**src/design/pstp_pkg.sv**
```systemverilog
// pstp_pkg: shared types and constants for the PE section table parser.
// Used by pstp_ctrl, pstp_datapath and pe_section_table_parser.
package pstp_pkg;

	localparam int HDR_BYTES    = 64;
	localparam int HDR_AW       = $clog2(HDR_BYTES);
	localparam int IN_TDATA_W   = 8;
	localparam int OUT_TDATA_W  = 72;
	localparam int STATUS_W     = 3;
	localparam int CFG_IDX_W    = 1;
	localparam int CFG_DATA_W   = 32;

	// configuration register indexes
	localparam logic [CFG_IDX_W-1:0] CFG_IMAGE_BASE = 1'b0;
	localparam logic [CFG_IDX_W-1:0] CFG_IMAGE_SIZE = 1'b1;

	typedef enum logic [1:0] {
		PH_MZ,
		PH_PE,
		PH_SEC,
		PH_IDLE
	} phase_t;

	typedef enum logic [1:0] {
		CTL_RUN,
		CTL_CHECK,
		CTL_REPLAY
	} ctl_state_t;

	typedef enum logic [STATUS_W-1:0] {
		STS_SECTION   = 3'd0,
		STS_NONE      = 3'd1,
		STS_BAD_MZ    = 3'd2,
		STS_BAD_PE    = 3'd3,
		STS_BAD_TABLE = 3'd4
	} status_t;

	typedef struct packed {
		logic stream;   // process the accepted input byte
		logic check;    // MZ / PE offset checks after the header store fills
		logic replay;   // process one stored header byte
		logic finish;   // this cycle ends the step of one input request
	} cmd_t;

	typedef struct packed {
		logic mz_end;       // current input byte completes the header store
		logic replay_go;    // checks passed and PE header starts in the store
		logic replay_done;  // replay yields a result or reaches the store end
		logic out_free;     // output register can take a result
	} stat_t;

endpackage

```
**src/design/pstp_ctrl.sv**
```systemverilog
// pstp_ctrl: sequencer for the section table parser (run, check, replay).
// Depends on pstp_pkg; drives pstp_datapath through cmd_t, reads stat_t.
module pstp_ctrl (
	input  logic            clk,
	input  logic            arst_n,
	input  logic            s_tvalid,
	output logic            s_tready,
	input  pstp_pkg::stat_t stat,
	output pstp_pkg::cmd_t  cmd
);
	import pstp_pkg::*;

	ctl_state_t state_q, state_d;
	logic       accept;

	always_ff @(posedge clk or negedge arst_n) begin
		if (!arst_n) begin
			state_q <= CTL_RUN;
		end else begin
			state_q <= state_d;
		end
	end

	always_comb begin
		state_d = state_q;
		case (state_q)
			CTL_RUN: begin
				if (accept && stat.mz_end) begin
					state_d = CTL_CHECK;
				end
			end
			CTL_CHECK: begin
				state_d = stat.replay_go ? CTL_REPLAY : CTL_RUN;
			end
			CTL_REPLAY: begin
				if (stat.replay_done) begin
					state_d = CTL_RUN;
				end
			end
			default: state_d = CTL_RUN;
		endcase
	end

	always_comb begin
		s_tready = 1'b0;
		accept   = 1'b0;
		cmd      = '0;
		case (state_q)
			CTL_RUN: begin
				s_tready   = stat.out_free;
				accept     = s_tvalid && stat.out_free;
				cmd.stream = accept;
				cmd.finish = accept && !stat.mz_end;
			end
			CTL_CHECK: begin
				cmd.check  = 1'b1;
				cmd.finish = !stat.replay_go;
			end
			CTL_REPLAY: begin
				cmd.replay = 1'b1;
				cmd.finish = stat.replay_done;
			end
			default: ;
		endcase
	end

	a_check_after_fill: assert property (@(posedge clk) disable iff (!arst_n)
		(state_q == CTL_CHECK) |-> $past(s_tvalid && s_tready && stat.mz_end))
		else $error("check state without a header fill");

	a_replay_after_check: assert property (@(posedge clk) disable iff (!arst_n)
		(state_q == CTL_REPLAY && $past(state_q) != CTL_REPLAY) |->
		$past(state_q) == CTL_CHECK)
		else $error("replay entered without checks");

endmodule

```
**src/design/pstp_datapath.sv**
```systemverilog
// pstp_datapath: header store, header/section field registers, bound checks
// and the output register. Depends on pstp_pkg; sequenced by pstp_ctrl.
module pstp_datapath (
	input  logic                                clk,
	input  logic                                arst_n,
	input  logic                                cfg_we,
	input  logic [pstp_pkg::CFG_IDX_W-1:0]      cfg_index,
	input  logic [pstp_pkg::CFG_DATA_W-1:0]     cfg_data,
	input  logic [7:0]                          in_byte,
	input  logic                                in_last,
	input  pstp_pkg::cmd_t                      cmd,
	output pstp_pkg::stat_t                     stat,
	output logic                                m_tvalid,
	input  logic                                m_tready,
	output logic [pstp_pkg::OUT_TDATA_W-1:0]    m_tdata,
	output logic [pstp_pkg::STATUS_W-1:0]       m_tuser,
	output logic                                m_tlast
);
	import pstp_pkg::*;

	localparam int PE_HDR_BYTES  = 24;
	localparam int HDR_NSEC_OFS  = 6;
	localparam int HDR_OPT_OFS   = 20;
	localparam int HDR_LAST_OFS  = 23;
	localparam int ENT_SIZE_OFS  = 8;
	localparam int ENT_ADDR_OFS  = 12;
	localparam int ENT_FLAGS_OFS = 39;
	localparam int ENTRY_BYTES   = 40;
	localparam logic [7:0] MZ_0  = 8'h4D;
	localparam logic [7:0] MZ_1  = 8'h5A;

	function automatic logic [7:0] pe_sig(input logic [1:0] idx);
		logic [7:0] v;
		case (idx)
			2'd0:    v = 8'h50;
			2'd1:    v = 8'h45;
			default: v = 8'h00;
		endcase
		return v;
	endfunction

	logic [31:0]       img_base_q, img_size_q;
	logic [31:0]       pos_q;
	phase_t            phase_q, phase_d;
	logic [31:0]       pe_pos_q, pe_pos_d;
	logic [15:0]       total_q, total_d;
	logic [15:0]       opt_q, opt_d;
	logic [15:0]       done_q, done_d;
	logic [31:0]       esize_q, esize_d;
	logic [31:0]       eaddr_q, eaddr_d;
	logic              hdr_act_q, hdr_act_d;
	logic [4:0]        k_q, k_d;
	logic              sec_act_q, sec_act_d;
	logic [5:0]        entry_q, entry_d;
	logic [31:0]       tstart_q, tstart_d;
	logic              mz0_q, mz0_d, mz1_q, mz1_d;
	logic              last_q;
	logic [HDR_AW-1:0] rep_q;
	logic [7:0]        rd_q;
	logic [33:0]       table_q;
	logic [21:0]       tot40_q;

	logic [7:0]        mem [HDR_BYTES];
	logic [HDR_AW-1:0] rd_addr;
	logic              store_we;

	logic              m_valid_q, m_last_q, m_x_q, m_w_q;
	logic [31:0]       m_addr_q, m_size_q;
	status_t           m_sts_q;

	logic [31:0]       p;
	logic [7:0]        b;
	logic [4:0]        k;
	logic [15:0]       done_inc;
	logic [33:0]       tbl_end;
	logic              check_ok;
	logic              cand_v, cand_x, cand_w, cand_last;
	status_t           cand_sts;
	logic [31:0]       cand_addr, cand_size;
	logic              lastf, clear, out_we, override;

	always_comb begin
		p        = cmd.replay ? {{(32-HDR_AW){1'b0}}, rep_q} : pos_q;
		b        = cmd.replay ? rd_q : in_byte;
		k        = hdr_act_q ? k_q : 5'd0;
		done_inc = done_q + 16'd1;
		tbl_end  = table_q + {12'b0, tot40_q};
		check_ok = 1'b0;

		phase_d   = phase_q;
		pe_pos_d  = pe_pos_q;
		total_d   = total_q;
		opt_d     = opt_q;
		done_d    = done_q;
		esize_d   = esize_q;
		eaddr_d   = eaddr_q;
		hdr_act_d = hdr_act_q;
		k_d       = k_q;
		sec_act_d = sec_act_q;
		entry_d   = entry_q;
		tstart_d  = tstart_q;
		mz0_d     = mz0_q;
		mz1_d     = mz1_q;

		cand_v    = 1'b0;
		cand_sts  = STS_SECTION;
		cand_addr = '0;
		cand_size = '0;
		cand_x    = 1'b0;
		cand_w    = 1'b0;
		cand_last = 1'b0;

		if (cmd.check) begin
			if (img_size_q < 32'(HDR_BYTES) || !mz0_q || !mz1_q) begin
				phase_d   = PH_IDLE;
				cand_v    = 1'b1;
				cand_sts  = STS_BAD_MZ;
				cand_last = 1'b1;
			end else if (({1'b0, pe_pos_q} + 33'(PE_HDR_BYTES)) > {1'b0, img_size_q}) begin
				phase_d   = PH_IDLE;
				cand_v    = 1'b1;
				cand_sts  = STS_BAD_PE;
				cand_last = 1'b1;
			end else begin
				check_ok  = 1'b1;
				phase_d   = PH_PE;
				hdr_act_d = 1'b0;
				k_d       = 5'd0;
			end
		end else if (cmd.stream || cmd.replay) begin
			case (phase_q)
				PH_MZ: begin
					if (pos_q[31:HDR_AW] == '0) begin
						if (pos_q[HDR_AW-1:0] == HDR_AW'(0)) begin
							mz0_d = (b == MZ_0);
						end
						if (pos_q[HDR_AW-1:0] == HDR_AW'(1)) begin
							mz1_d = (b == MZ_1);
						end
						// PE offset lives in the last four stored bytes
						if (pos_q[HDR_AW-1:2] == '1) begin
							pe_pos_d[{pos_q[1:0], 3'b000} +: 8] = b;
						end
					end
				end
				PH_PE: begin
					if (hdr_act_q || p == pe_pos_q) begin
						hdr_act_d = 1'b1;
						k_d       = k + 5'd1;
						if (k < 5'd4 && b != pe_sig(k[1:0])) begin
							phase_d   = PH_IDLE;
							cand_v    = 1'b1;
							cand_sts  = STS_BAD_PE;
							cand_last = 1'b1;
						end else begin
							case (k)
								5'(HDR_NSEC_OFS):     total_d[7:0]  = b;
								5'(HDR_NSEC_OFS + 1): total_d[15:8] = b;
								5'(HDR_OPT_OFS):      opt_d[7:0]    = b;
								5'(HDR_OPT_OFS + 1):  opt_d[15:8]   = b;
								5'(HDR_LAST_OFS): begin
									if (tbl_end > {2'b00, img_size_q}) begin
										phase_d   = PH_IDLE;
										cand_v    = 1'b1;
										cand_sts  = STS_BAD_TABLE;
										cand_last = 1'b1;
									end else if (total_q == 16'd0) begin
										phase_d   = PH_IDLE;
										cand_v    = 1'b1;
										cand_sts  = STS_NONE;
										cand_last = 1'b1;
									end else begin
										phase_d   = PH_SEC;
										tstart_d  = table_q[31:0];
										done_d    = 16'd0;
										entry_d   = 6'd0;
										sec_act_d = 1'b0;
									end
								end
								default: ;
							endcase
						end
					end
				end
				PH_SEC: begin
					if (sec_act_q || p == tstart_q) begin
						sec_act_d = 1'b1;
						entry_d   = entry_q + 6'd1;
						if (entry_q >= 6'(ENT_SIZE_OFS) && entry_q < 6'(ENT_ADDR_OFS)) begin
							esize_d[{entry_q[1:0], 3'b000} +: 8] = b;
						end else if (entry_q >= 6'(ENT_ADDR_OFS) &&
							entry_q < 6'(ENT_ADDR_OFS + 4)) begin
							eaddr_d[{entry_q[1:0], 3'b000} +: 8] = b;
						end
						if (entry_q == 6'(ENT_FLAGS_OFS)) begin
							done_d    = done_inc;
							cand_v    = 1'b1;
							cand_sts  = STS_SECTION;
							cand_addr = img_base_q + eaddr_q;
							cand_size = esize_q;
							cand_x    = b[5];
							cand_w    = b[7];
							cand_last = (done_inc == total_q);
							if (done_inc == total_q) begin
								phase_d = PH_IDLE;
							end
							entry_d = 6'd0;
							esize_d = '0;
							eaddr_d = '0;
						end
					end
				end
				default: ;
			endcase
		end

		// end of a request: an image end before the final result reports short image
		lastf    = cmd.stream ? in_last : last_q;
		clear    = cmd.finish && lastf;
		override = lastf && (phase_d != PH_IDLE || !cand_last);
		out_we   = cmd.finish && (cand_v || (lastf && phase_d != PH_IDLE));
	end

	assign store_we = cmd.stream && phase_q == PH_MZ && pos_q[31:HDR_AW] == '0;
	assign rd_addr  = cmd.check ? pe_pos_q[HDR_AW-1:0] : rep_q + HDR_AW'(1);

	always_ff @(posedge clk) begin
		if (store_we) begin
			mem[pos_q[HDR_AW-1:0]] <= in_byte;
		end
		rd_q <= mem[rd_addr];
	end

	always_ff @(posedge clk or negedge arst_n) begin
		if (!arst_n) begin
			img_base_q <= '0;
			img_size_q <= '0;
		end else if (cfg_we) begin
			case (cfg_index)
				CFG_IMAGE_BASE: img_base_q <= cfg_data;
				CFG_IMAGE_SIZE: img_size_q <= cfg_data;
				default: ;
			endcase
		end
	end

	always_ff @(posedge clk or negedge arst_n) begin
		if (!arst_n) begin
			pos_q     <= '0;
			phase_q   <= PH_MZ;
			pe_pos_q  <= '0;
			total_q   <= '0;
			opt_q     <= '0;
			done_q    <= '0;
			esize_q   <= '0;
			eaddr_q   <= '0;
			hdr_act_q <= 1'b0;
			k_q       <= '0;
			sec_act_q <= 1'b0;
			entry_q   <= '0;
			tstart_q  <= '0;
			mz0_q     <= 1'b0;
			mz1_q     <= 1'b0;
			last_q    <= 1'b0;
			rep_q     <= '0;
		end else if (clear) begin
			pos_q     <= '0;
			phase_q   <= PH_MZ;
			pe_pos_q  <= '0;
			total_q   <= '0;
			opt_q     <= '0;
			done_q    <= '0;
			esize_q   <= '0;
			eaddr_q   <= '0;
			hdr_act_q <= 1'b0;
			k_q       <= '0;
			sec_act_q <= 1'b0;
			entry_q   <= '0;
			tstart_q  <= '0;
			mz0_q     <= 1'b0;
			mz1_q     <= 1'b0;
			last_q    <= 1'b0;
		end else begin
			phase_q   <= phase_d;
			pe_pos_q  <= pe_pos_d;
			total_q   <= total_d;
			opt_q     <= opt_d;
			done_q    <= done_d;
			esize_q   <= esize_d;
			eaddr_q   <= eaddr_d;
			hdr_act_q <= hdr_act_d;
			k_q       <= k_d;
			sec_act_q <= sec_act_d;
			entry_q   <= entry_d;
			tstart_q  <= tstart_d;
			mz0_q     <= mz0_d;
			mz1_q     <= mz1_d;
			if (cmd.stream) begin
				pos_q  <= pos_q + 32'd1;
				last_q <= in_last;
			end
			if (cmd.check) begin
				rep_q <= pe_pos_q[HDR_AW-1:0];
			end else if (cmd.replay) begin
				rep_q <= rep_q + HDR_AW'(1);
			end
		end
	end

	// table start and table length are registered from their sources
	always_ff @(posedge clk) begin
		table_q <= {2'b00, pe_pos_q} + 34'(PE_HDR_BYTES) + {18'b0, opt_q};
		tot40_q <= 22'(total_q) * 22'(ENTRY_BYTES);
	end

	always_ff @(posedge clk or negedge arst_n) begin
		if (!arst_n) begin
			m_valid_q <= 1'b0;
		end else if (out_we) begin
			m_valid_q <= 1'b1;
		end else if (m_tready) begin
			m_valid_q <= 1'b0;
		end
	end

	always_ff @(posedge clk) begin
		if (out_we) begin
			m_addr_q <= override ? 32'd0 : cand_addr;
			m_size_q <= override ? 32'd0 : cand_size;
			m_x_q    <= override ? 1'b0 : cand_x;
			m_w_q    <= override ? 1'b0 : cand_w;
			m_sts_q  <= override ? STS_BAD_MZ : cand_sts;
			m_last_q <= override ? 1'b1 : cand_last;
		end
	end

	assign stat.mz_end      = phase_q == PH_MZ && pos_q == 32'(HDR_BYTES - 1);
	assign stat.replay_go   = check_ok && pe_pos_q[31:HDR_AW] == '0;
	assign stat.replay_done = cand_v || rep_q == '1;
	assign stat.out_free    = !m_valid_q || m_tready;

	assign m_tvalid = m_valid_q;
	assign m_tdata  = {6'b0, m_w_q, m_x_q, m_size_q, m_addr_q};
	assign m_tuser  = m_sts_q;
	assign m_tlast  = m_last_q;

	a_no_overwrite: assert property (@(posedge clk) disable iff (!arst_n)
		!(out_we && m_valid_q && !m_tready))
		else $error("result written over a pending one");

	a_done_below_total: assert property (@(posedge clk) disable iff (!arst_n)
		(phase_q == PH_SEC) |-> (done_q < total_q))
		else $error("section count past table size");

	a_replay_not_mz: assert property (@(posedge clk) disable iff (!arst_n)
		cmd.replay |-> (phase_q == PH_PE || phase_q == PH_SEC))
		else $error("replay outside header or table phase");

endmodule

```
**src/design/pe_section_table_parser.sv**
```systemverilog
// pe_section_table_parser: top level of the PE/COFF section table parser.
// Depends on pstp_pkg, pstp_ctrl and pstp_datapath.
//
// Usage: write image_base (index 0) and image_size (index 1) on the cfg port
// while idle, then stream the image on s_* one byte per request, offsets from
// zero, with s_tlast on the final byte. Each request on m_* is one section
// record (m_tuser = 0) or a status (1 no sections, 2 bad MZ or short image,
// 3 bad PE header, 4 table outside image); m_tlast marks the last one.
// Throughput: one byte per cycle while no result waits on m_tready. After
// the byte at offset 63 the parser runs the MZ and PE offset checks and,
// when the PE header starts inside the first 64 bytes at offset P, replays
// the stored bytes from P on out of the header store, one per cycle, until
// a result or the store end. A result is registered and shows on m_tvalid
// the cycle after the byte, check or replay step that completes it.
// Reset clears all parser state and both configuration registers; the store
// needs no clearing. When m_tready is low with a result pending, s_tready
// drops until that result is taken.
module pe_section_table_parser (
	input  logic                                clk,
	input  logic                                arst_n,
	input  logic                                cfg_we,
	input  logic [pstp_pkg::CFG_IDX_W-1:0]      cfg_index,
	input  logic [pstp_pkg::CFG_DATA_W-1:0]     cfg_data,
	input  logic                                s_tvalid,
	output logic                                s_tready,
	input  logic [pstp_pkg::IN_TDATA_W-1:0]     s_tdata,   // [7:0] data_byte
	input  logic                                s_tlast,   // last_byte
	output logic                                m_tvalid,
	input  logic                                m_tready,
	output logic [pstp_pkg::OUT_TDATA_W-1:0]    m_tdata,   // [31:0] section_address,
	                                                       // [63:32] section_size,
	                                                       // [64] executable, [65] writable
	output logic [pstp_pkg::STATUS_W-1:0]       m_tuser,   // [2:0] status
	output logic                                m_tlast    // last_result
);
	import pstp_pkg::*;

	cmd_t  cmd;
	stat_t stat;

	pstp_ctrl u_ctrl (
		.clk      (clk),
		.arst_n   (arst_n),
		.s_tvalid (s_tvalid),
		.s_tready (s_tready),
		.stat     (stat),
		.cmd      (cmd)
	);

	pstp_datapath u_dp (
		.clk       (clk),
		.arst_n    (arst_n),
		.cfg_we    (cfg_we),
		.cfg_index (cfg_index),
		.cfg_data  (cfg_data),
		.in_byte   (s_tdata),
		.in_last   (s_tlast),
		.cmd       (cmd),
		.stat      (stat),
		.m_tvalid  (m_tvalid),
		.m_tready  (m_tready),
		.m_tdata   (m_tdata),
		.m_tuser   (m_tuser),
		.m_tlast   (m_tlast)
	);

endmodule
```
**config.mk**
```make
export PLATFORM = sky130hd
export DESIGN_NAME = pe_section_table_parser
export DESIGN_NICKNAME = d
export VERILOG_FILES = /design/src/design/pstp_pkg.sv /design/src/design/pstp_ctrl.sv /design/src/design/pstp_datapath.sv /design/src/design/pe_section_table_parser.sv
export SDC_FILE = /design/constraint.sdc
export NUM_CORES = 2
export LEC_CHECK = 0
export BUFFER_PORTS_ARGS = -buffer_cell sky130_fd_sc_hd__buf_2
export CAP_MARGIN = 20
export CORE_MARGIN = 2
export CORE_UTILIZATION = 30
export CTS_BUF_LIST = sky130_fd_sc_hd__clkbuf_16
export DETAILED_ROUTE_END_ITERATION = 16
export GPL_TIMING_DRIVEN = 0
export PLACE_DENSITY = 0.51
export SLEW_MARGIN = 30
export SYNTH_ARGS = -nofsm -noshare
export SYNTH_HDL_FRONTEND = slang
export SYNTH_SLANG_ARGS = --single-unit
```
**constraint.sdc**
```tcl
create_clock -name clk -period 7.8 [get_ports clk]
set_input_delay 0 -clock clk [delete_from_list [all_inputs] [get_ports clk]]
set_output_delay 0 -clock clk [all_outputs]
set_load 0.1 [all_outputs]
```
==> metrics.md <==
| Metric | Value |
|---|---|
| Status | `complete, no violations` |
| P per Cell Area | `223 nW/um^2` |
| GRT overflow | `0` |
| Share of the synthesized area in the top cell type | `0.377` |
| Hold crit path type | `in2reg` |
| Vias in the first global route | `31300` |
| Synth warnings | `0` |
| Final WS setup | `0.322 ns` |
| Worst setup SP type | `register` |
| Synth Instances | `3741` |
| Most used DFF post-synth | `edfxtp_1` |
| Max-slew violations | `0` |
| Slew headroom | `0.283` |
| Most frequent CP cell | `buf_2` |
| Non-Filler Instances | `6151` |
| Crit Reg-Reg Endpoint | `u_dp.phase_q[1]` |
| Hold Path End | `u_dp.img_base_q[14]` |
| Fillers | `15200` |
| CP Capture Type | `register` |
| DIE WIDTH | `397 um` |
| Buffer and inverter count on the worst path | `5` |
| Fin nets | `4258` |
| DRC | `0` |
| Die height | `397 um` |
| CTS Buffer Depth | `3` |
| Top-count cell post-synth | `edfxtp_1` |
| Post-layout util | `0.348` |
| Routed wire length | `142000 um` |
| Worst-margin pin slew | `1.05 ns` |
| Hold Vio Cnt, Final | `0` |
| Final Wtd Congestion | `0.921` |
| P_leak | `19.8 nW` |
| Initial Util | `0.301` |
| Pin count of the biggest net entering global routing | `79` |
| Dpl cells | `5915` |
| CTS tree | `yes` |
| R2R Path Start | `u_dp.pe_pos_q[15]` |
| HPWL Detailed | `102000 um` |
| Port Buffers | `118` |
| Most common library cells after synthesis | `edfxtp_1 (582), nor2_1 (380), dfrtp_1 (299)` |
| F_max | `134 MHz` |
| Cell variety after synth | `83` |
| Root Driver | `clkbuf_16` |
| Final Critical Period | `7.48 ns` |
| EDFF count, synth | `582` |
| Core area | `154000 sq um` |
| Hold-critical path depth | `3` |
| Antenna violations before repair | `1` |
| Vias per cell | `5.18` |
| Max Cap Viol | `0` |
| Io pins | `125` |
| Fraction of registers with async set/reset | `0.317` |
| Hold Crit Start | `cfg_data[14]` |
| Worst VDD drop | `0.195 mV` |
| Die ar. | `158000 sq um` |
| Synth area leader | `edfxtp_1` |
| Skew final | `0.0403 ns` |
| Sequential fraction of the synthesis area | `0.565` |
| Clock sink count | `942` |
| Final Cell Area | `53500 sq um` |
| Final period util | `0.959` |
| Vias after detailed routing | `31800` |
| Row count | `144` |
| CTS Buf Count | `101` |
| Critical path, cell by cell | `clkbuf_1 > nand4_1 > or4_1 > nor3_1 > nand2_1 > xor2_1 > inv_1 > ha_1 > nand2_1 > or3_1 > or4b_1 > a21oi_1 > a2111oi_2 > a22oi_1 > o21a_1 > nor2_1 > a211oi_4 > or2_1 > buf_2 > buf_2 > buf_2 > nor2_1` |
| Htree depth | `3` |
| Seq cells post-synth | `942` |
| Setup violations, final | `0` |
| Worst path slowest cell | `or4b_1` |
| RSZ-0062 raised after global routing | `false` |
| Placed Area | `49800 sq um` |
| Final hold slack | `0.0792 ns` |
| Post-Route Setup TNS | `0 ns` |
| Worst-path fanout max | `10` |
| Wire per inst | `23.2 um` |
| Worst path max stage delay | `0.69 ns` |
| DP Worst Slack | `0.121 ns` |
| Syn_area_per_cell | `12.4 sq um` |
| DRT iter0 DRCs | `2553` |
| Share of cells above drive strength 1 | `0.134` |
| Top cells by area, synth | `edfxtp_1 (38%), dfrtp_1 (16%), mux4_2 (6.2%)` |
| First-pass GRT wire length | `209000 um` |
| R2R Setup Slk | `0.32 ns` |
| Arrival time worst endpoint | `8.08 ns` |
| First drt pass iteration count | `6` |
| Total Routing Usage GR | `0.178` |
| Overall power | `11.9 mW` |
| Worst endpoint required time | `8.41 ns` |
| Clock slew at reported path FFs | `0.06 ns` |
| Synth-to-Final Area Change | `15.3%` |
| Antenna-violating nets left | `0` |
| Register-to-Register Path Depth | `22` |
| Family with the most delay on the worst path | `simple AND/OR/NAND/NOR gates` |
| CP Class | `reg2reg` |
| Syn Std Cell Area | `46400 sq um` |
| Clock Latency Late Sink | `0.74 ns` |
| Post-CTS Setup Repair Bufs | `0` |
[report_power, final]
part           switching, mW  internal (mW)  leakage [nW]
combinational           1.15          0.486          8.42
clock                   2.09           2.54          1.65
sequential             0.160           5.49          9.76
[cells by family (layout without fill, tap and decap cells)]
group,Yosys count,after routing,synth area share
and+or+nand+nor,1027,1027,0.110
DFF,942,942,0.565
AOI/OAI and AO/OA,713,713,0.104
buffers and inverters,375,734,0.0325
muxes,289,289,0.0988
xor gates and xnor gates,204,204,0.0385
adders and majority gates,190,190,0.0519
other,1,8,0.0000809
[layer usage]
| metal | part of all wire | global-route usage |
|---|---|---|
| met5 | 0 | 0 |
| met4 | 0.032 | 0.0559 |
| met3 | 0.051 | 0.0273 |
| met2 | 0.47 | 0.294 |
| met1 | 0.44 | 0.240 |
[flip-flops by register name, summed over array words and instances (netlist names), 2 cells and up]
signal           count
u_dp.mem           512
u_dp.table_q        34
u_dp.eaddr_q        32
u_dp.esize_q        32
u_dp.img_base_q     32
u_dp.img_size_q     32
u_dp.m_addr_q       32
u_dp.m_size_q       32
u_dp.pe_pos_q       32
u_dp.pos_q          32
u_dp.tstart_q       32
u_dp.tot40_q        19
u_dp.done_q         16
u_dp.opt_q          16
u_dp.total_q        16
u_dp.rd_q            8
u_dp.entry_q         6
u_dp.rep_q           6
u_dp.k_q             5
u_dp.m_tuser         3
u_ctrl.state_q       2
u_dp.phase_q         2
[worst max path at each step]
stage,from,to,cells past startpoint
detailed placement,u_dp.pe_pos_q[6],u_dp.phase_q[1],22
global route,u_dp.pe_pos_q[16],u_dp.phase_q[1],22
floorplan,u_dp.tot40_q[3],u_dp.m_addr_q[0],25
CTS,u_dp.pe_pos_q[6],u_dp.phase_q[1],22
global placement,u_dp.pe_pos_q[6],u_dp.m_size_q[6],18
finish,u_dp.pe_pos_q[15],u_dp.phase_q[1],22
[cell type report]
type | instances | area, sq um | area share
clock inverter | 86 | 611 | 0.0114
inverter | 148 | 556 | 0.0104
antenna | 1 | 2.50 | 0.0000468
buffer | 224 | 960 | 0.0179
multi-input combinational | 2430 | 18800 | 0.351
tap | 2044 | 2560 | 0.0478
timing repair buffer | 174 | 1260 | 0.0235
clock buffer | 102 | 2550 | 0.0477
sequential | 942 | 26200 | 0.490
[worst reg2reg max path, delay by kind of cell (launching register included)]
kind / cells / cell delay (ns)
simple gates: 10 / 2.93
fa+ha+maj: 1 / 0.32
flops: 1 / 0.32
compound gates: 5 / 1.79
xor+xnor: 1 / 0.40
buf+inv: 5 / 1.57
[cell usage in the layout, fill, tap and decap left out, types with 19 or more instances in the layout]
cell / count
buf_2: 140
o21ai_0: 71
ha_1: 186
nand2_1: 148
xnor2_1: 132
nand3_1: 86
nor3_1: 98
buf_4: 20
nand4_1: 45
clkbuf_16: 102
a21oi_1: 205
nor4_1: 31
buf_1: 24
and3_1: 24
inv_1: 175
nor3b_1: 38
a211oi_1: 71
o41ai_1: 50
dfxtp_1: 61
o31ai_1: 21
dfrtp_1: 299
a21o_1: 25
nor2_1: 380
mux2_2: 69
mux4_2: 128
clkinv_1: 26
clkbuf_1: 144
mux2i_1: 89
o21bai_1: 19
dlygate4sd3_1: 49
nor2b_1: 52
o211ai_1: 74
edfxtp_1: 582
o21a_1: 28
a31oi_1: 33
xor2_1: 71
[repair_timing]
action                                  in CTS  in global routing
gates resized for setup                      0                  1
endpoints found under the setup margin       0                 95
hold buffers                                50                  0
endpoints found under the hold margin      801                  0
Power figures use the tool's default switching activity.
